<file path="src/design/tts_pkg.sv">
// Package for the tab expander: payload structs, character codes,
// register indexes and the remainder unit status. No dependencies.
`timescale 1ns / 1ps
`default_nettype none

package tts_pkg;

  // Character codes.
  localparam logic [7:0] CH_TAB = 8'h09;
  localparam logic [7:0] CH_NL  = 8'h0A;
  localparam logic [7:0] CH_BS  = 8'h08;
  localparam logic [7:0] CH_SP  = 8'h20;

  // Item operations.
  localparam logic OP_CHAR  = 1'b0;
  localparam logic OP_WRITE = 1'b1;

  // Configuration port.
  localparam int CFG_INDEX_W = 3;
  localparam int CFG_DATA_W  = 12;
  localparam logic [CFG_INDEX_W-1:0] REG_UNIFORM  = 3'd0;
  localparam logic [CFG_INDEX_W-1:0] REG_MULTIPLE = 3'd1;
  localparam logic [CFG_INDEX_W-1:0] REG_REPEAT   = 3'd2;
  localparam logic [CFG_INDEX_W-1:0] REG_LEADING  = 3'd3;
  localparam logic [CFG_INDEX_W-1:0] REG_COUNT    = 3'd4;

  localparam logic [11:0] UNIFORM_RESET = 12'd8;
  localparam logic [15:0] COUNT_MAX     = 16'hFFFF;

  typedef struct packed {
    logic        opcode;
    logic [7:0]  char_byte;
    logic [5:0]  stop_index;
    logic [15:0] stop_column;
  } tts_item_t;

  typedef struct packed {
    logic [7:0]  out_byte;
    logic [15:0] out_count;
  } tts_result_t;

  typedef struct packed {
    logic        busy;
    logic        done;
    logic [11:0] rem;
  } rem_status_t;

endpackage

`default_nettype wire

</file>
<file path="src/design/tts_rem.sv">
// Iterative remainder unit: dividend modulo a 12-bit divisor, one bit a cycle.
// Depends on tts_pkg for the status struct.
`timescale 1ns / 1ps
`default_nettype none

module tts_rem #(
  parameter int DIVIDEND_BITS = 16
) (
  input  wire logic                     clk,
  input  wire logic                     rst,
  input  wire logic                     start,
  input  wire logic [DIVIDEND_BITS-1:0] dividend,
  input  wire logic [11:0]              divisor,
  output tts_pkg::rem_status_t          status
);

  localparam int CNT_W = $clog2(DIVIDEND_BITS + 1);

  logic                     busy;
  logic                     done;
  logic [CNT_W-1:0]         cnt;
  logic [DIVIDEND_BITS-1:0] shreg;
  logic [11:0]              rem;
  logic [11:0]              div_r;
  logic [12:0]              trial;
  logic [12:0]              trial_sub;
  logic [11:0]              rem_next;

  // One restoring step: bring in the next dividend bit, subtract if it fits.
  always_comb begin
    trial     = {rem, shreg[DIVIDEND_BITS-1]};
    trial_sub = trial - {1'b0, div_r};
    if (trial >= {1'b0, div_r}) begin
      rem_next = trial_sub[11:0];
    end else begin
      rem_next = trial[11:0];
    end
  end

  always_ff @(posedge clk) begin
    if (rst) begin
      busy <= 1'b0;
      done <= 1'b0;
      cnt  <= '0;
    end else begin
      done <= 1'b0;
      if (start) begin
        busy <= 1'b1;
        cnt  <= CNT_W'(DIVIDEND_BITS);
      end else if (busy) begin
        cnt <= cnt - CNT_W'(1);
        if (cnt == CNT_W'(1)) begin
          busy <= 1'b0;
          done <= 1'b1;
        end
      end
    end
  end

  always_ff @(posedge clk) begin
    if (start) begin
      shreg <= dividend;
      div_r <= divisor;
      rem   <= '0;
    end else if (busy) begin
      shreg <= shreg << 1;
      rem   <= rem_next;
    end
  end

  assign status.busy = busy;
  assign status.done = done;
  assign status.rem  = rem;

endmodule

`default_nettype wire

</file>
<file path="src/design/tab_to_space_expander.sv">
// Top level of the tab expander: sequencer, column state, stop table memory.
// Depends on tts_pkg and tts_rem.
//
//   Channel  Signals                                  Moves
//   item     item_valid, item_ready, item             one byte or one stop write
//   result   result_valid, result_ready, result       byte plus repeat count
//   cfg      cfg_valid, cfg_ready, cfg_index, cfg_data register write
//
// Ordinary bytes, newlines, backspaces and stop writes are answered straight from idle.
// A tab with a nonzero uniform width goes through the bit-serial remainder unit.
// Table mode scans one entry per cycle, and a tab past the last stop adds the
// remainder pass when a multiple or repeat width is set.
// Synchronous reset clears the column and non-blank flag and restores the registers;
// stop table contents are undefined until written. A stalled result blocks new items.

`timescale 1ns / 1ps
`default_nettype none

module tab_to_space_expander #(
  parameter int MAX_STOPS   = 64,
  parameter int COLUMN_BITS = 16
) (
  input  wire logic                                clk,
  input  wire logic                                rst,
  input  wire logic                                item_valid,
  output      logic                                item_ready,
  input  wire tts_pkg::tts_item_t                  item,
  output      logic                                result_valid,
  input  wire logic                                result_ready,
  output      tts_pkg::tts_result_t                result,
  input  wire logic                                cfg_valid,
  output      logic                                cfg_ready,
  input  wire logic [tts_pkg::CFG_INDEX_W-1:0]     cfg_index,
  input  wire logic [tts_pkg::CFG_DATA_W-1:0]      cfg_data
);

  // Table address width, effective stop count width, compare width.
  localparam int IDX_W = (MAX_STOPS > 1) ? $clog2(MAX_STOPS) : 1;
  localparam int NW    = ($clog2(MAX_STOPS + 1) > 7) ? $clog2(MAX_STOPS + 1) : 7;
  localparam int CMP_W = (COLUMN_BITS > 16) ? COLUMN_BITS : 16;
  localparam int TW    = CMP_W + 1;

  // Sequencer states.
  localparam logic [1:0] S_IDLE   = 2'd0;
  localparam logic [1:0] S_SEARCH = 2'd1;
  localparam logic [1:0] S_MOD    = 2'd2;
  localparam logic [1:0] S_DONE   = 2'd3;

  localparam logic [COLUMN_BITS-1:0] COL_MAX = '1;

  // Configuration registers.
  logic [11:0] uniform_width;
  logic [11:0] multiple_width;
  logic [11:0] repeat_width;
  logic        leading_only;
  logic [6:0]  stop_count;

  logic [1:0]             state, state_next;
  logic [COLUMN_BITS-1:0] column, column_next;
  logic                   nonblank_seen, nonblank_next;
  logic [IDX_W-1:0]       probe, probe_next, rd_addr;
  logic [TW-1:0]          target, target_next;
  logic [11:0]            w_sel;

  logic [15:0] stop_mem [MAX_STOPS];
  logic [15:0] rd_data;

  logic                   accept;
  logic                   is_tab;
  logic                   wr_en;
  logic [NW-1:0]          wr_index;
  logic [NW-1:0]          n_eff;
  logic                   entry_hit;
  logic                   probe_last;

  logic                   mod_start;
  logic [COLUMN_BITS-1:0] mod_dividend;
  logic [11:0]            mod_divisor;
  tts_pkg::rem_status_t   rem_status;

  logic [COLUMN_BITS-1:0] pl_last;
  logic [COLUMN_BITS-1:0] t_sat;
  logic [COLUMN_BITS-1:0] diff;
  logic [CMP_W-1:0]       diff_w;
  logic [15:0]            cnt16;

  logic                 res_load;
  tts_pkg::tts_result_t res_next;

  assign cfg_ready = 1'b1;

  always_ff @(posedge clk) begin
    if (rst) begin
      uniform_width  <= tts_pkg::UNIFORM_RESET;
      multiple_width <= '0;
      repeat_width   <= '0;
      leading_only   <= 1'b0;
      stop_count     <= '0;
    end else if (cfg_valid && cfg_ready) begin
      unique case (cfg_index)
        tts_pkg::REG_UNIFORM:  uniform_width  <= cfg_data;
        tts_pkg::REG_MULTIPLE: multiple_width <= cfg_data;
        tts_pkg::REG_REPEAT:   repeat_width   <= cfg_data;
        tts_pkg::REG_LEADING:  leading_only   <= cfg_data[0];
        tts_pkg::REG_COUNT:    stop_count     <= cfg_data[6:0];
        default: ;
      endcase
    end
  end

  // A new item is taken only when the sequencer is idle and the result
  // register is empty or being emptied in the same cycle, so any result
  // produced for this item always finds the register free.
  assign item_ready = (state == S_IDLE) && (!result_valid || result_ready);
  assign accept     = item_valid && item_ready;
  assign is_tab     = (item.opcode == tts_pkg::OP_CHAR) && (item.char_byte == tts_pkg::CH_TAB);

  // Stop table write; indexes beyond the table depth are dropped.
  assign wr_index = NW'(item.stop_index);
  assign wr_en    = accept && (item.opcode == tts_pkg::OP_WRITE) &&
                    (wr_index < NW'(MAX_STOPS));

  // Stop counts above the table depth act as the full table.
  assign n_eff = (NW'(stop_count) > NW'(MAX_STOPS)) ? NW'(MAX_STOPS) : NW'(stop_count);

  // While idle, entry zero is prefetched so the scan can start at once.
  // During the scan, rd_data holds entry probe and the next one is fetched.
  assign rd_addr = (state == S_SEARCH) ? probe + IDX_W'(1) : '0;

  always_ff @(posedge clk) begin
    if (wr_en) begin
      stop_mem[wr_index[IDX_W-1:0]] <= item.stop_column;
    end
    rd_data <= stop_mem[rd_addr];
  end

  assign entry_hit  = CMP_W'(rd_data) > CMP_W'(column);
  assign probe_last = (NW'(probe) + NW'(1)) == n_eff;

  // Past the last stop the scan leaves the last entry in rd_data; with an
  // empty table the last stop counts as column zero.
  assign pl_last = (state == S_SEARCH) ? COLUMN_BITS'(rd_data) : '0;

  tts_rem #(
    .DIVIDEND_BITS (COLUMN_BITS)
  ) u_rem (
    .clk      (clk),
    .rst      (rst),
    .start    (mod_start),
    .dividend (mod_dividend),
    .divisor  (mod_divisor),
    .status   (rem_status)
  );

  // Space count for a finished tab: target clamped to the column range,
  // then the distance limited to what out_count can carry.
  always_comb begin
    t_sat  = (target > TW'(COL_MAX)) ? COL_MAX : target[COLUMN_BITS-1:0];
    diff   = t_sat - column;
    diff_w = CMP_W'(diff);
    if (diff_w > CMP_W'(tts_pkg::COUNT_MAX)) begin
      cnt16 = tts_pkg::COUNT_MAX;
    end else begin
      cnt16 = diff_w[15:0];
    end
  end

  always_comb begin
    state_next    = state;
    probe_next    = probe;
    target_next   = target;
    column_next   = column;
    nonblank_next = nonblank_seen;
    mod_start     = 1'b0;
    mod_dividend  = column;
    mod_divisor   = uniform_width;
    res_load      = 1'b0;
    res_next      = '0;

    unique case (state)
      S_IDLE: begin
        probe_next = '0;
        if (accept) begin
          if (item.opcode == tts_pkg::OP_WRITE) begin
            res_load = 1'b1;
          end else if (is_tab) begin
            if (uniform_width != '0) begin
              mod_start  = 1'b1;
              state_next = S_MOD;
            end else if (n_eff != '0) begin
              state_next = S_SEARCH;
            end else if (multiple_width != '0) begin
              mod_start   = 1'b1;
              mod_divisor = multiple_width;
              state_next  = S_MOD;
            end else if (repeat_width != '0) begin
              mod_start    = 1'b1;
              mod_divisor  = repeat_width;
              mod_dividend = column - pl_last;
              state_next   = S_MOD;
            end else begin
              target_next = TW'(column) + TW'(1);
              state_next  = S_DONE;
            end
          end else begin
            // Newline, backspace and ordinary bytes pass straight through.
            res_load           = 1'b1;
            res_next.out_byte  = item.char_byte;
            res_next.out_count = 16'd1;
            priority if (item.char_byte == tts_pkg::CH_NL) begin
              column_next   = '0;
              nonblank_next = 1'b0;
            end else if (item.char_byte == tts_pkg::CH_BS) begin
              if (column != '0) begin
                column_next = column - COLUMN_BITS'(1);
              end
            end else begin
              if (item.char_byte != tts_pkg::CH_SP) begin
                nonblank_next = 1'b1;
              end
              if (column != COL_MAX) begin
                column_next = column + COLUMN_BITS'(1);
              end
            end
          end
        end
      end

      S_SEARCH: begin
        probe_next = probe + IDX_W'(1);
        if (entry_hit) begin
          target_next = TW'(rd_data);
          state_next  = S_DONE;
        end else if (probe_last) begin
          if (multiple_width != '0) begin
            mod_start   = 1'b1;
            mod_divisor = multiple_width;
            state_next  = S_MOD;
          end else if (repeat_width != '0) begin
            mod_start    = 1'b1;
            mod_divisor  = repeat_width;
            mod_dividend = column - pl_last;
            state_next   = S_MOD;
          end else begin
            target_next = TW'(column) + TW'(1);
            state_next  = S_DONE;
          end
        end
      end

      S_MOD: begin
        if (rem_status.done) begin
          target_next = TW'(column) + TW'(w_sel - rem_status.rem);
          state_next  = S_DONE;
        end
      end

      S_DONE: begin
        res_load    = 1'b1;
        column_next = column + COLUMN_BITS'(cnt16);
        if (leading_only && nonblank_seen) begin
          res_next.out_byte  = tts_pkg::CH_TAB;
          res_next.out_count = 16'd1;
        end else begin
          res_next.out_byte  = tts_pkg::CH_SP;
          res_next.out_count = cnt16;
        end
        state_next = S_IDLE;
      end

      default: state_next = S_IDLE;
    endcase
  end

  always_ff @(posedge clk) begin
    if (rst) begin
      state         <= S_IDLE;
      column        <= '0;
      nonblank_seen <= 1'b0;
      result_valid  <= 1'b0;
    end else begin
      state         <= state_next;
      column        <= column_next;
      nonblank_seen <= nonblank_next;
      if (res_load) begin
        result_valid <= 1'b1;
      end else if (result_ready) begin
        result_valid <= 1'b0;
      end
    end
  end

  always_ff @(posedge clk) begin
    probe  <= probe_next;
    target <= target_next;
    if (mod_start) begin
      w_sel <= mod_divisor;
    end
    if (res_load) begin
      result <= res_next;
    end
  end

endmodule

`default_nettype wire

</file>
<file path="config.mk">
export PLATFORM = sky130hd
export DESIGN_NAME = tab_to_space_expander
export DESIGN_NICKNAME = d
export VERILOG_FILES = /design/src/design/tts_pkg.sv /design/src/design/tts_rem.sv /design/src/design/tab_to_space_expander.sv
export SDC_FILE = /design/constraint.sdc
export NUM_CORES = 2
export LEC_CHECK = 0
export BUFFER_PORTS_ARGS = -buffer_cell sky130_fd_sc_hd__buf_2
export CORE_AREA = 2 2 466 468
export DETAILED_ROUTE_END_ITERATION = 8
export DIE_AREA = 0 0 468 470
export PLACE_DENSITY_LB_ADDON = 0.12
export REMOVE_ABC_BUFFERS = 1
export SLEW_MARGIN = 10
export SYNTH_ARGS = -nofsm -noshare
export SYNTH_HDL_FRONTEND = slang
export SYNTH_SLANG_ARGS = --single-unit
</file>
<file path="constraint.sdc">
create_clock -name clk -period 7.6 [get_ports clk]
set_input_delay 1.14 -clock clk [delete_from_list [all_inputs] [get_ports clk]]
set_output_delay 1.14 -clock clk [all_outputs]
set_load 0.03 [all_outputs]
</file>
# ---- Word level (Yosys, flattened, before mapping)
# Memory sizes are Yosys's and may differ from the RTL's. A register that Yosys moved wholly into a read port is not among the register bits.
# Cells that the tools add are included.
dict set report word_totals {
  n_memories 1
  word_cells 190
  regBits 158
  ram_bits 1024
  output_inout_bits 27
}
dict set report op_classes {
  n_eq_ne 25
  mux 91
  bitwise 3
  reduce_logical 32
  order_cmp 6
  addsub 12
}
# name depth word_bits read_ports rd_ports_with_merged_regs wr line
set memory_table {}
lappend memory_table {stop_mem 64 16 1 1 1 tab_to_space_expander.sv:65} ;# logic [15:0] stop_mem [MAX_STOPS];
# cell count
set ops {}
lappend ops {{$mux W16} 21}
lappend ops {{$mux W17} 10}
lappend ops {{$mux W12} 10}
lappend ops {{$mux W24} 3}
lappend ops {{$pmux W16 S2} 2}
lappend ops {{$pmux W17 S3} 1}
lappend ops {{$pmux W24 S2} 1}
lappend ops {{$reduce_bool A12 Y1} 3}
lappend ops {{$sub A16 B16 Y16} 2}
lappend ops {{$eq A8 B4 Y1 const B} 3}
lappend ops {{$mux W1} 24}
lappend ops {{$pmux W12 S2} 1}
lappend ops {{$mux W22} 1}
lappend ops {{$mux W2} 9}
lappend ops {{$add A16 B1 Y17 const B} 1}
lappend ops {{$add A16 B17 Y17} 1}
lappend ops {{$gt A17 B16 Y1 const B} 1}
lappend ops {{$add A16 B1 Y16 const B} 1}
lappend ops {{$add A16 B16 Y16} 1}
lappend ops {{$gt A16 B16 Y1} 1}
lappend ops {{$gt A16 B16 Y1 const B} 1}
lappend ops {{$ne A16 B16 Y1 const B} 1}
lappend ops {{$reduce_bool A16 Y1} 1}
lappend ops {{$sub A16 B1 Y16 const B} 1}
lappend ops {{42 further kinds} 68}

# ---- Longest topological paths before layout
dict set report depth {
  word_depth 12
  ltp_mapped 21
  depth_no_buf 20
}

# ---- Modules after synthesis
# Synthesis repeated with hierarchy kept, for this count alone.
dict set report hier_totals {
  hier_cells 3950
  area_unflattened_um2 54138.2
}
# module area_per_inst_um2 instances cells_each
set by_module_without_submodules {}
lappend by_module_without_submodules {tab_to_space_expander 51546.9 1 3711}
lappend by_module_without_submodules {tts_rem 2591.2 1 239}

# ---- Worst setup path before layout
# No wires, ideal clock.
dict set report synth_path {
  kind {input to register}
  start {in item[24] in the netlist's numbering}
  end {reg column[15]}
  n_path_buf 0
  cell_stages 13
  t_arrival_ns 5.159
  path_slack_ns 2.310
  path_cell_list {or4_4 nor3b_1 nor2b_1 ha_1 a211oi_1 o21bai_1 o41ai_2 o21ai_0 and4_1 a2111oi_0 mux2i_1 o311ai_0 a21oi_1}
}
dict set report synth_via {
  elab_chain_cells 7
  word_cells_on_any_way 14
}
# element line
set synth_lines {}
lappend synth_lines {{start: declaration} tab_to_space_expander.sv:27} ;# input wire tts_pkg::tts_item_t item,
lappend synth_lines {{$eq A8 B4 Y1} tab_to_space_expander.sv:213} ;# end else if (item.char_byte == tts_pkg::CH_BS) begin
lappend synth_lines {{$mux W16} tab_to_space_expander.sv:213}
lappend synth_lines {{$mux W16} tab_to_space_expander.sv:210} ;# priority if (item.char_byte == tts_pkg::CH_NL) begin
lappend synth_lines {{$mux W16} tab_to_space_expander.sv:186} ;# end else if (is_tab) begin
lappend synth_lines {{$mux W16} tab_to_space_expander.sv:184} ;# if (item.opcode == tts_pkg::OP_WRITE) begin
lappend synth_lines {{$mux W16} tab_to_space_expander.sv:183} ;# if (accept) begin
lappend synth_lines {{$pmux W16 S2} tab_to_space_expander.sv:180} ;# unique case (state)
lappend synth_lines {{end signal: assignment} tab_to_space_expander.sv:283} ;# column <= column_next;
lappend synth_lines {{end: declaration} tab_to_space_expander.sv:59} ;# logic [COLUMN_BITS-1:0] column, column_next;
# Parallel ways exist; a longest one is shown, timed or not. The select of a mux whose other input is x is not followed.
# A chain may end at the register's enable or synchronous reset.

# ---- Worst setup path after layout
dict set report layout_path {
  start {reg w_sel[0]}
  end {reg target[16] (data pin)}
}
dict set report layout_via {
  elab_chain_cells 4
}
# element line
set layout_lines {}
lappend layout_lines {{start: declaration} tab_to_space_expander.sv:63} ;# logic [11:0] w_sel;
lappend layout_lines {{start signal: assignment} tab_to_space_expander.sv:297} ;# w_sel <= mod_divisor;
lappend layout_lines {{$sub A12 B12 Y13} tab_to_space_expander.sv:253} ;# target_next = TW'(column) + TW'(w_sel - rem_status.rem);
lappend layout_lines {{$add A16 B17 Y17} tab_to_space_expander.sv:253}
lappend layout_lines {{$mux W17} tab_to_space_expander.sv:252} ;# if (rem_status.done) begin
lappend layout_lines {{$pmux W17 S3} tab_to_space_expander.sv:180}
lappend layout_lines {{net target_next[16]} tab_to_space_expander.sv:62} ;# logic [TW-1:0] target, target_next;
lappend layout_lines {{end signal: assignment} tab_to_space_expander.sv:295} ;# target <= target_next;
lappend layout_lines {{end: declaration} tab_to_space_expander.sv:62}
# The timed path passes the listed nets, and every way through them passes these cells. The select of a mux whose other input is x is not followed.

==> results.sh <==
export IMPL_powerDensity_nw_per_um2=249
export IMPL_filler_cell_count=21800
export IMPL_cp_cell_sequence="inv_1, ha_1, inv_1, fa_1, a21o_1, a21oi_1, inv_1, a2111oi_0, o31ai_1, nor2_1, xnor2_1, ha_1, or3_1, o31ai_1, o21ai_0, nand3b_1, a21oi_1, or3_1"
export IMPL_critPathMaxFanout=4
export IMPL_regToRegStartpoint="w_sel[0]"
export IMPL_max_cap_violations=0
export IMPL_cell_type_with_the_largest_total_area_after_synthesis="edfxtp_1"
export IMPL_synthMostInstantiatedCell="edfxtp_1"
export IMPL_antenna_violations_before_repair=8
export IMPL_report_final_hold_viol_count=0
export IMPL_worst_r2r_endpoint="target[16]"
export IMPL_finalInstanceArea_um2=62600
export IMPL_combPwrFrac_pct=9.4
export IMPL_yosys_top_cells_area="edfxtp_1 62%, mux4_2 4.8%, dfxtp_1 3.7%, nand2_1 3.4%, ha_1 3.0%"
export IMPL_ant_nets=0
export IMPL_worst_ep_arrival_time_ps=6000
export IMPL_cts_setup_buffers=0
export IMPL_grt_first_pass_wirelength_mm=253
export IMPL_gp_congestion=0.792
export IMPL_num_rows=171
export IMPL_hold_path_end="multiple_width[8]"
export IMPL_critical_path_required_ps=8130
export IMPL_worst_path_max_delay_cell="o31ai_1"
export IMPL_synth_async_sr_flop_share_pct=0
export IMPL_drcViolationCount=0
export IMPL_number_of_port_buffers=76
export IMPL_clkSinkCount=1198
export IMPL_status="finished clean"
export IMPL_regToRegSetupSlack_ps=2130
export IMPL_hold_slack_ps=475
export IMPL_nNetsFinal=4240
export IMPL_critical_path_max_stage_delay_ps=940
export IMPL_worstSetupPathType="reg2reg"
export IMPL_finalSetupViolCount=0
export IMPL_grt_start_max_net_pins=117
export IMPL_report_final_slew_viol_count=0
export IMPL_worst_r2r_cell_count=18
export IMPL_synth_ff_latch_count=1198
export IMPL_h_tree_depth=4
export IMPL_yosys_cell_types_count=85
export IMPL_synthesis_instances=3917
export IMPL_synth_commonest_cells="1099 x edfxtp_1, 480 x nand2_1, 220 x nor2_1, 206 x a21oi_1, 183 x clkbuf_1"
export IMPL_vias=33400
export IMPL_internal_power_mw=11.6
export IMPL_floorplan_initialDensity_pct=24.8
export IMPL_leakage_nw=20.2
export IMPL_postCtsResizedCells=0
export IMPL_yosys_warnings=0
export IMPL_clkTransAtPathRegs_ps=50
export IMPL_synth_top_cell_area_share_pct=61.8
export IMPL_routedWlPerCell_um=25.0
export IMPL_critical_path_most_common_cell="inv_1"
export IMPL_drt_pre_antenna_iters=5
export IMPL_min_path_cells=2
export IMPL_postCtsHoldBufs=0
export IMPL_clk_root_buffer_cell="clkbuf_16"
export IMPL_post_drt_via_cell_ratio=4.76
export IMPL_fin_crit_ps=5470
export IMPL_gr_usage_all_layers_pct=15.8
export IMPL_critPathCaptureType="flop"
export IMPL_setup_tns_ps=0
export IMPL_clock_latency_ps=800
export IMPL_sequential_cell_area_fraction_in_the_yosys_report_pct=65.5
export IMPL_fp_dieW_um=468
export IMPL_worst_setup_path_start_kind="flop"
export IMPL_max_clock_path_buffers=3
export IMPL_timing_worst_slew_pin_value_ps=1180
export IMPL_clock_fmax_mhz=183
export IMPL_dp_hpwl_mm=106
export IMPL_num_io_pins=78
export IMPL_power_share_switching_pct=25.3
export IMPL_die_h_um=470
export IMPL_power_frac_seq_pct=46.9
export IMPL_grt_pass1_vias=33600
export IMPL_cts_inserted_buffers=145
export IMPL_grt_ovfl_total=0
export IMPL_clockPowerShare_pct=43.8
export IMPL_layout_worst_path_cycle_share_pct=71.9
export IMPL_switchingPower_mw=3.94
export IMPL_worst_ir_drop_vdd_mv=0.169
export IMPL_synthToLayoutAreaGrowth_pct=17.1
export IMPL_timing_hold_worst_class="reg2reg"
export IMPL_clock_tree_from_tritoncts="built"
export IMPL_route_final_wire_length_mm=176
export IMPL_layout_skew_ps=47.2
export IMPL_syn_cell_area_um2=53400
export IMPL_area_of_the_die_um2=220000
export IMPL_synth_top_flop_cell="edfxtp_1"
export IMPL_drive_above_1_share_pct=15.2
export IMPL_fp_coreArea_um2=216000
export IMPL_drt_initial_drc_count=2569
export IMPL_rsz0062_at_grt="false"
export IMPL_postPlaceCellArea_um2=57900
export IMPL_timing_max_slew_rel_slack_pct=20.6
export IMPL_hold_path_startpoint="multiple_width[8]"
export IMPL_synth_edff_count=1099
export IMPL_synthesized_area_divided_by_synthesized_cell_count_um2=13.6
export IMPL_p_total_mw=15.6
[logic make-up after synthesis]
logic type / synth area share, %
xor+xnor: 1.67
other cells: 0.00702
simple gates: 9.35
mux: 7.04
buf+inv: 2.24
flops: 65.5
fa+ha+maj: 3.21
compound gates: 11.0
[worst max path at each step]
| stage | start | to | slack [ps] | depth (start not counted) |
|---|---|---|---|---|
| after global routing | w_sel[0] | target[16] | 1940 | 18 |
| after global placement | item[24] | column[15] | 2030 | 15 |
| final | w_sel[0] | target[16] | 2130 | 18 |
| after floorplan | probe[0] | rd_data[13] | -9220 | 11 |
| after CTS | w_sel[0] | target[16] | 2300 | 18 |
| after detailed placement | item[24] | column[15] | 2100 | 15 |
[flip-flops by register name (all words and copies together) (netlist names), 2 cells and up]
register        cells
u_rem.shreg        16
w_sel              12
rd_data            16
stop_mem         1024
column             16
u_rem.rem          12
multiple_width     12
u_rem.cnt           5
target             17
stop_count          7
repeat_width       12
probe               6
uniform_width      12
result             24
state               2
[power groups by stage]
stage	logic [mW]	clock network (mW)	registers [mW]
after detailed placement	1.47	0	7.44
after global placement	1.48	0	7.44
after floorplan	0.857	0	7.49
after CTS	1.48	7.06	7.30
after global routing	1.61	7.30	7.30
final	1.46	6.82	7.30
[worst max-delay path: cells and delay by family, from the launching register on]
family,cells,cell delay (ps)
buf+inv,3,220
fa+ha+maj,3,780
flops,1,390
xor+xnor,1,90
simple gates,4,1010
compound gates,7,2700
[layer usage]
layer  GRT usage [%]  wire [um]  vias to the layer above
li1                -          -                    15500
met1            22.7      85100                    17200
met2            24.8      80800                      620
met3            2.45       6530                      196
met4            3.81       3430                        4
met5               0         26                        -
[through the flow]
stage	utilization [%]	setup WS (ps)	cells
after floorplan	-	-9220	3691
after global placement	26.8	2030	6763
after detailed placement	26.8	2100	6763
after CTS	29.0	2300	7028
after global routing	29.0	1940	7030
final	29.0	2130	7031
[cell type report]
cell class	count	area, um^2	area share (%)
tap	2854	3570	5.71
clock buffer	192	3850	6.16
clock inverter	73	803	1.28
sequential	1198	35000	55.9
inverter	83	330	0.528
antenna	3	7.51	0.0120
multi-input combinational	2410	17500	27.9
timing repair buffer	218	1530	2.45
[placed cells by master (no fill, tap or decap), types with 111 or more instances in the layout]
cell type | synthesis | routed
a211oi_1 | 178 | 178
buf_4 | 1 | 135
nor2_1 | 220 | 167
clkbuf_16 | 0 | 145
a311oi_1 | 111 | 111
mux2i_1 | 115 | 115
and2_1 | 122 | 122
mux4_2 | 115 | 115
ha_1 | 126 | 125
a21oi_1 | 206 | 205
nand2_1 | 480 | 477
edfxtp_1 | 1099 | 1099
(Power assumes the default switching activity.)
